File: config.mk
export PLATFORM = sky130hd
export DESIGN_NAME = stream_k_group_reverser_top
export DESIGN_NICKNAME = d
export VERILOG_FILES = /design/src/design/skgr_pkg.sv /design/src/design/stream_k_group_reverser_top.sv
export SDC_FILE = /design/constraint.sdc
export NUM_CORES = 1
export LEC_CHECK = 0
export BUFFER_PORTS_ARGS = -buffer_cell sky130_fd_sc_hd__buf_2
export CAP_MARGIN = 20
export CORE_ASPECT_RATIO = 1.2
export CORE_MARGIN = 1
export CORE_UTILIZATION = 45
export CTS_CLUSTER_SIZE = 16
export DETAILED_ROUTE_END_ITERATION = 8
export PLACE_DENSITY = 0.71
export SLEW_MARGIN = 20
export SYNTH_ARGS = -nofsm -noshare
export SYNTH_HDL_FRONTEND = slang
export SYNTH_SLANG_ARGS = --single-unit
export TNS_END_PERCENT = 10
File: constraint.sdc
create_clock -name clk_i -period 2.3 [get_ports clk_i]
set_clock_uncertainty 0.05 [all_clocks]
set_input_delay 0.46 -clock clk_i [delete_from_list [all_inputs] [get_ports clk_i]]
set_output_delay 0.46 -clock clk_i [all_outputs]
set_load 0.01 [all_outputs]
File: src/design/skgr_pkg.sv
package skgr_pkg;

  localparam int unsigned ELEM_W = 32;
  localparam int unsigned GS_W   = 5;

  typedef struct packed {
    logic signed [ELEM_W-1:0] element;
    logic                     list_end;
  } in_item_t;

  typedef struct packed {
    logic signed [ELEM_W-1:0] element_out;
    logic                     burst_last;
    logic                     list_end_out;
  } out_item_t;

endpackage

File: src/design/stream_k_group_reverser_top.sv
// Stream k-group reverser. Each input transaction carries one list element
// and a list_end flag. Elements are written into a single MAX_GROUP-entry
// synchronous memory until group_size of them are held. The group is then
// read back in reverse order as a burst of output transactions. If the list
// ends with fewer than group_size elements held, the leftovers are read back
// in their original order. burst_last marks the final output of each burst,
// and list_end_out marks the final output of the list. Each output
// transaction's data comes straight from the memory's registered read port.
// Flow: an element that does not close a group is written and the input
// stays ready. An element that closes a group of n elements is written,
// then the group is read back one read a cycle through the memory's port
// while the output does not stall. in_stall_o stays high while the burst is
// read out. The next element is taken while the last output of a burst still waits.
// group_size is written through cfg_we_i/cfg_data_i. A value of 0 acts as
// 1 (pass-through), and values above MAX_GROUP act as MAX_GROUP. Write it
// only while no burst is being read out. A size lowered while elements are
// held takes effect on the next element: if the buffer then holds at least
// the new size, everything held is emitted reversed as one group.
module stream_k_group_reverser_top
  import skgr_pkg::*;
#(
  parameter int unsigned MAX_GROUP = 16
) (
  input  logic            clk_i,
  input  logic            rst_ni,
  input  logic            cfg_we_i,
  input  logic [GS_W-1:0] cfg_data_i,
  input  logic            in_valid_i,
  output logic            in_stall_o,
  input  in_item_t        in_data_i,
  output logic            out_valid_o,
  input  logic            out_stall_i,
  output out_item_t       out_data_o
);

  localparam int unsigned AW = (MAX_GROUP > 1) ? $clog2(MAX_GROUP) : 1;
  localparam int unsigned CW = $clog2(MAX_GROUP + 1);
  localparam int unsigned KW = (CW > GS_W) ? CW : GS_W;

  localparam logic ST_IDLE  = 1'b0;
  localparam logic ST_DRAIN = 1'b1;

  // Group buffer storage and its registered read port.
  logic [ELEM_W-1:0] mem_q [MAX_GROUP];
  logic [ELEM_W-1:0] rd_data_q;

  logic            state_q, state_d;
  logic [GS_W-1:0] group_size_q;
  logic [CW-1:0]   fill_q, fill_d;
  logic [CW-1:0]   rd_cnt_q, rd_cnt_d;
  logic [AW-1:0]   rd_idx_q, rd_idx_d;
  logic            reverse_q, reverse_d;
  logic            last_q, last_d;
  logic            out_valid_q, out_valid_d;
  logic            out_burst_last_q;
  logic            out_list_end_q;

  logic          in_fire;
  logic          rd_fire;
  logic          group_done;
  logic [CW-1:0] fill_inc;
  logic [KW-1:0] gs_ext;
  logic [KW-1:0] k_eff;

  // Clamp the programmed group size to 1..MAX_GROUP.
  always_comb begin
    gs_ext = KW'(group_size_q);
    if (gs_ext == '0) begin
      k_eff = KW'(1);
    end else if (gs_ext > KW'(MAX_GROUP)) begin
      k_eff = KW'(MAX_GROUP);
    end else begin
      k_eff = gs_ext;
    end
  end

  assign in_stall_o = (state_q != ST_IDLE);
  assign in_fire    = in_valid_i && !in_stall_o;
  assign fill_inc   = fill_q + CW'(1);
  assign group_done = (KW'(fill_inc) >= k_eff);

  // In drain, issue a read whenever the output register is free or being emptied.
  assign rd_fire = (state_q == ST_DRAIN) && (!out_valid_q || !out_stall_i);

  always_comb begin
    state_d     = state_q;
    fill_d      = fill_q;
    rd_cnt_d    = rd_cnt_q;
    rd_idx_d    = rd_idx_q;
    reverse_d   = reverse_q;
    last_d      = last_q;
    out_valid_d = out_valid_q;

    if (out_valid_q && !out_stall_i) begin
      out_valid_d = 1'b0;
    end

    case (state_q)
      ST_IDLE: begin
        if (in_fire) begin
          if (group_done || in_data_i.list_end) begin
            // Close the group: reverse a full group, keep leftovers in order.
            state_d   = ST_DRAIN;
            fill_d    = '0;
            rd_cnt_d  = fill_inc;
            reverse_d = group_done;
            last_d    = in_data_i.list_end;
            rd_idx_d  = group_done ? fill_q[AW-1:0] : '0;
          end else begin
            fill_d = fill_inc;
          end
        end
      end
      ST_DRAIN: begin
        if (rd_fire) begin
          out_valid_d = 1'b1;
          rd_cnt_d    = rd_cnt_q - CW'(1);
          rd_idx_d    = reverse_q ? (rd_idx_q - AW'(1)) : (rd_idx_q + AW'(1));
          if (rd_cnt_q == CW'(1)) begin
            state_d = ST_IDLE;
          end
        end
      end
      default: begin
        state_d = ST_IDLE;
      end
    endcase
  end

  always_ff @(posedge clk_i or negedge rst_ni) begin
    if (!rst_ni) begin
      state_q          <= ST_IDLE;
      group_size_q     <= GS_W'(1);
      fill_q           <= '0;
      rd_cnt_q         <= '0;
      rd_idx_q         <= '0;
      reverse_q        <= 1'b0;
      last_q           <= 1'b0;
      out_valid_q      <= 1'b0;
      out_burst_last_q <= 1'b0;
      out_list_end_q   <= 1'b0;
    end else begin
      state_q     <= state_d;
      fill_q      <= fill_d;
      rd_cnt_q    <= rd_cnt_d;
      rd_idx_q    <= rd_idx_d;
      reverse_q   <= reverse_d;
      last_q      <= last_d;
      out_valid_q <= out_valid_d;
      if (cfg_we_i) begin
        group_size_q <= cfg_data_i;
      end
      if (rd_fire) begin
        // Tag the final read of the burst.
        out_burst_last_q <= (rd_cnt_q == CW'(1));
        out_list_end_q   <= (rd_cnt_q == CW'(1)) && last_q;
      end
    end
  end

  // Write port: store the accepted element at the next free entry.
  always_ff @(posedge clk_i) begin
    if (in_fire) begin
      mem_q[fill_q[AW-1:0]] <= in_data_i.element;
    end
  end

  // Read port: hold the read register while the output is stalled.
  always_ff @(posedge clk_i) begin
    if (rd_fire) begin
      rd_data_q <= mem_q[rd_idx_q];
    end
  end

  assign out_valid_o             = out_valid_q;
  assign out_data_o.element_out  = rd_data_q;
  assign out_data_o.burst_last   = out_burst_last_q;
  assign out_data_o.list_end_out = out_list_end_q;

endmodule

==> flow_metrics.env <==
export IMPL_synth_area_sq_um=21700
export IMPL_ios=79
export IMPL_hpwl_mm=22.7
export IMPL_dr_pass1_iters=5
export IMPL_maxCapViolCount=0
export IMPL_tritoncts="done"
export IMPL_place_gp_congestion=0.794
export IMPL_rsz0062_at_grt="yes"
export IMPL_critPathKind="reg2reg"
export IMPL_die_w_microns=203
export IMPL_hold_viol=0
export IMPL_nets=1128
export IMPL_cp_arrival_ns=2.74
export IMPL_vias_per_cell=5.71
export IMPL_yosysWarnings=0
export IMPL_synth_edff_count=544
export IMPL_tightest_slew_ns=0.582
export IMPL_relSlewSlack_pct=61.2
export IMPL_path_clk_slew_ns=0.06
export IMPL_worst_r2r_path_depth=9
export IMPL_required_ns=2.73
export IMPL_status="finished with violations"
export IMPL_end_kind="flop"
export IMPL_synth_nets=976
export IMPL_initial_core_util_pct=45.9
export IMPL_period_needed_ns=2.31
export IMPL_grt_overflow_total=0
export IMPL_htree_levels=2
export IMPL_ys_seq_elements=569
export IMPL_final_cell_mix="edfxtp_1 (544), mux4_2 (160), buf_2 (78)"
export IMPL_register_area_sq_um=17000
export IMPL_grt_first_pass_wirelength_mm=65.4
export IMPL_io_buffers=78
export IMPL_violations="setup timing"
export IMPL_wirelength_mm=44.1
export IMPL_synth_cell_types=43
export IMPL_grt_pass1_vias=10400
export IMPL_p_leak_nw=8.23
export IMPL_wire_per_inst_microns=25.4
export IMPL_drive_gt1_share_pct=37.6
export IMPL_drt_iter0_drc=879
export IMPL_grt_antenna_before_repair=6
export IMPL_start_kind="flop"
export IMPL_finalCritPeriodShare_pct=100
export IMPL_via_count=9903
export IMPL_finalHoldWorstSlack_ns=0.0592
export IMPL_min_path_cells=3
export IMPL_synthArstFlopShare_pct=4.39
export IMPL_final_common_cell="edfxtp_1"
export IMPL_cts_root_buf="clkbuf_16"
export IMPL_grt_max_degree=45
export IMPL_cts_buffer_depth=3
export IMPL_n_fill_cell=3472
export IMPL_drtAntennaViolNets=0
export IMPL_dp_cells=1632
export IMPL_core_sq_um=47400
export IMPL_hp_class="in2reg"
export IMPL_drc=0
export IMPL_ys_seq_area_share_pct=78.0
export IMPL_setup_viol=2
export IMPL_die_h_microns=243
export IMPL_cts_made_buffers=53
export IMPL_timing_fmax_mhz=433
export IMPL_postLayoutSetupSlackWorst_ns=-0.00771
export IMPL_cts_sinks=569
export IMPL_synthCells=919
export IMPL_std_cell_rows=87
export IMPL_powerDensity_nw_per_um2=1120
export IMPL_crit_fanout=7
export IMPL_fin_setup_tns_ns=-0.0103
export IMPL_finalMaxSlewViolations=0
export IMPL_synth_ff_type="edfxtp_1"
export IMPL_grt_use_total_pct=18.3
export IMPL_irDropWorstVdd_uv=631
export IMPL_area_growth_pct=16.7
export IMPL_clk_latency_ns=0.58
export IMPL_avgSynthCellArea_sq_um=23.7
export IMPL_multi_input_area_sq_um=4630
export IMPL_fin_cells=1735
export IMPL_die_area_sq_um=49200
[stage by stage]
stage	utilization (%)	setup slack (ns)	total power, mW	area, sq um
after floorplan	-	-0.0877	17.8	21800
after global placement	49.7	0.00187	20.0	23500
after detailed placement	49.7	-0.0531	20.1	23500
after CTS	53.3	0.00844	28.5	25200
after global routing	53.6	-0.0913	29.5	25400
final	53.6	-0.00771	28.4	25400
[repair_timing]
action                     4_1_cts  5_1_grt
hold endpoints to repair        24        0
pin swaps                        1        9
buffers inserted                 3        3
resized for setup                3       21
setup endpoints to repair       17       13
hold buffers                     1        0
[critical path, cell delays in order, from the launching register on]
cell and delay, ns:
dfrtp_1 0.41, ha_4 0.20, nand3_1 0.12, xnor2_2 0.27
ha_4 0.26, a21oi_4 0.20, a21o_1 0.23, o21ai_4 0.12
a21boi_0 0.15, a221oi_1 0.21
[power breakdown]
group	total [mW]	switching (mW)	internal, mW
Combinational	7.48	3.44	4.04
Sequential	12.6	0.369	12.2
Clock	8.27	3.60	4.67
Total	28.4	7.41	21.0
[state kept, by name, summed over array words and instances (netlist names), 4 cells and up]
signal,count
mem_q,512
rd_data_q,32
fill_q,5
group_size_q,5
rd_cnt_q,5
rd_idx_q,4
[cell families (layout without fill, tap and decap cells)]
group | Yosys count | count (layout) | synth area share, %
AO/OA/AOI/OAI | 38 | 38 | 1.11
other | 0 | 1 | 0
AND/OR/NAND/NOR | 66 | 66 | 1.52
XOR/XNOR | 7 | 7 | 0.282
flip-flops | 569 | 569 | 78.0
adder cells (fa/ha/maj) | 14 | 14 | 0.840
multiplexers | 165 | 165 | 16.8
buffers and inverters | 60 | 252 | 1.42
[synth_stat cells, drive strengths merged, types with 2 or more instances]
cell | count | area (sq um)
edfxtp | 544 | 16300
mux4 | 160 | 3600
buf | 28 | 188
dfrtp | 24 | 601
nand2 | 22 | 82.6
and2 | 17 | 106
o21ai | 17 | 85.1
clkbuf | 16 | 60.1
inv | 15 | 56.3
ha | 13 | 163
nor2 | 9 | 33.8
a21o | 5 | 37.5
a21oi | 5 | 25.0
nand3 | 5 | 25.0
mux2 | 4 | 45.0
nand2b | 4 | 25.0
xnor2 | 4 | 35.0
nor3 | 3 | 15.0
xor2 | 3 | 26.3
a222oi | 2 | 20.0
[metal layers]
| layer | GRT usage, % | vias to the layer above | wire (microns) |
|---|---|---|---|
| li1 | - | 4186 | - |
| met1 | 24.4 | 5283 | 17600 |
| met2 | 30.8 | 336 | 22600 |
| met3 | 3.32 | 88 | 2800 |
| met4 | 5.20 | 10 | 1060 |
| met5 | 0 | - | 69 |
[final timing paths]
check                                      start  slack, ns          endpoint
min in group asynchronous                 rst_ni       0.36  out_burst_last_q
worst min-delay path                 out_stall_i       0.06       out_valid_o
worst max register to register         fill_q[0]     -0.008       rd_idx_q[3]
worst max-delay path                   fill_q[0]     -0.008       rd_idx_q[3]
max in group asynchronous                 rst_ni       1.40       rd_idx_q[1]
worst min register to register  out_burst_last_q       0.44  out_burst_last_q
[cell type report]
| cell class | count | share of cell area, % |
|---|---|---|
| antenna | 1 | 0.00986 |
| clock buffer | 62 | 5.36 |
| clock inverter | 33 | 1.06 |
| inverter | 16 | 0.237 |
| multi-input combinational | 290 | 18.2 |
| sequential | 569 | 66.9 |
| tap | 623 | 3.07 |
| timing repair buffer | 141 | 5.13 |
Power figures use the tool's default switching activity.
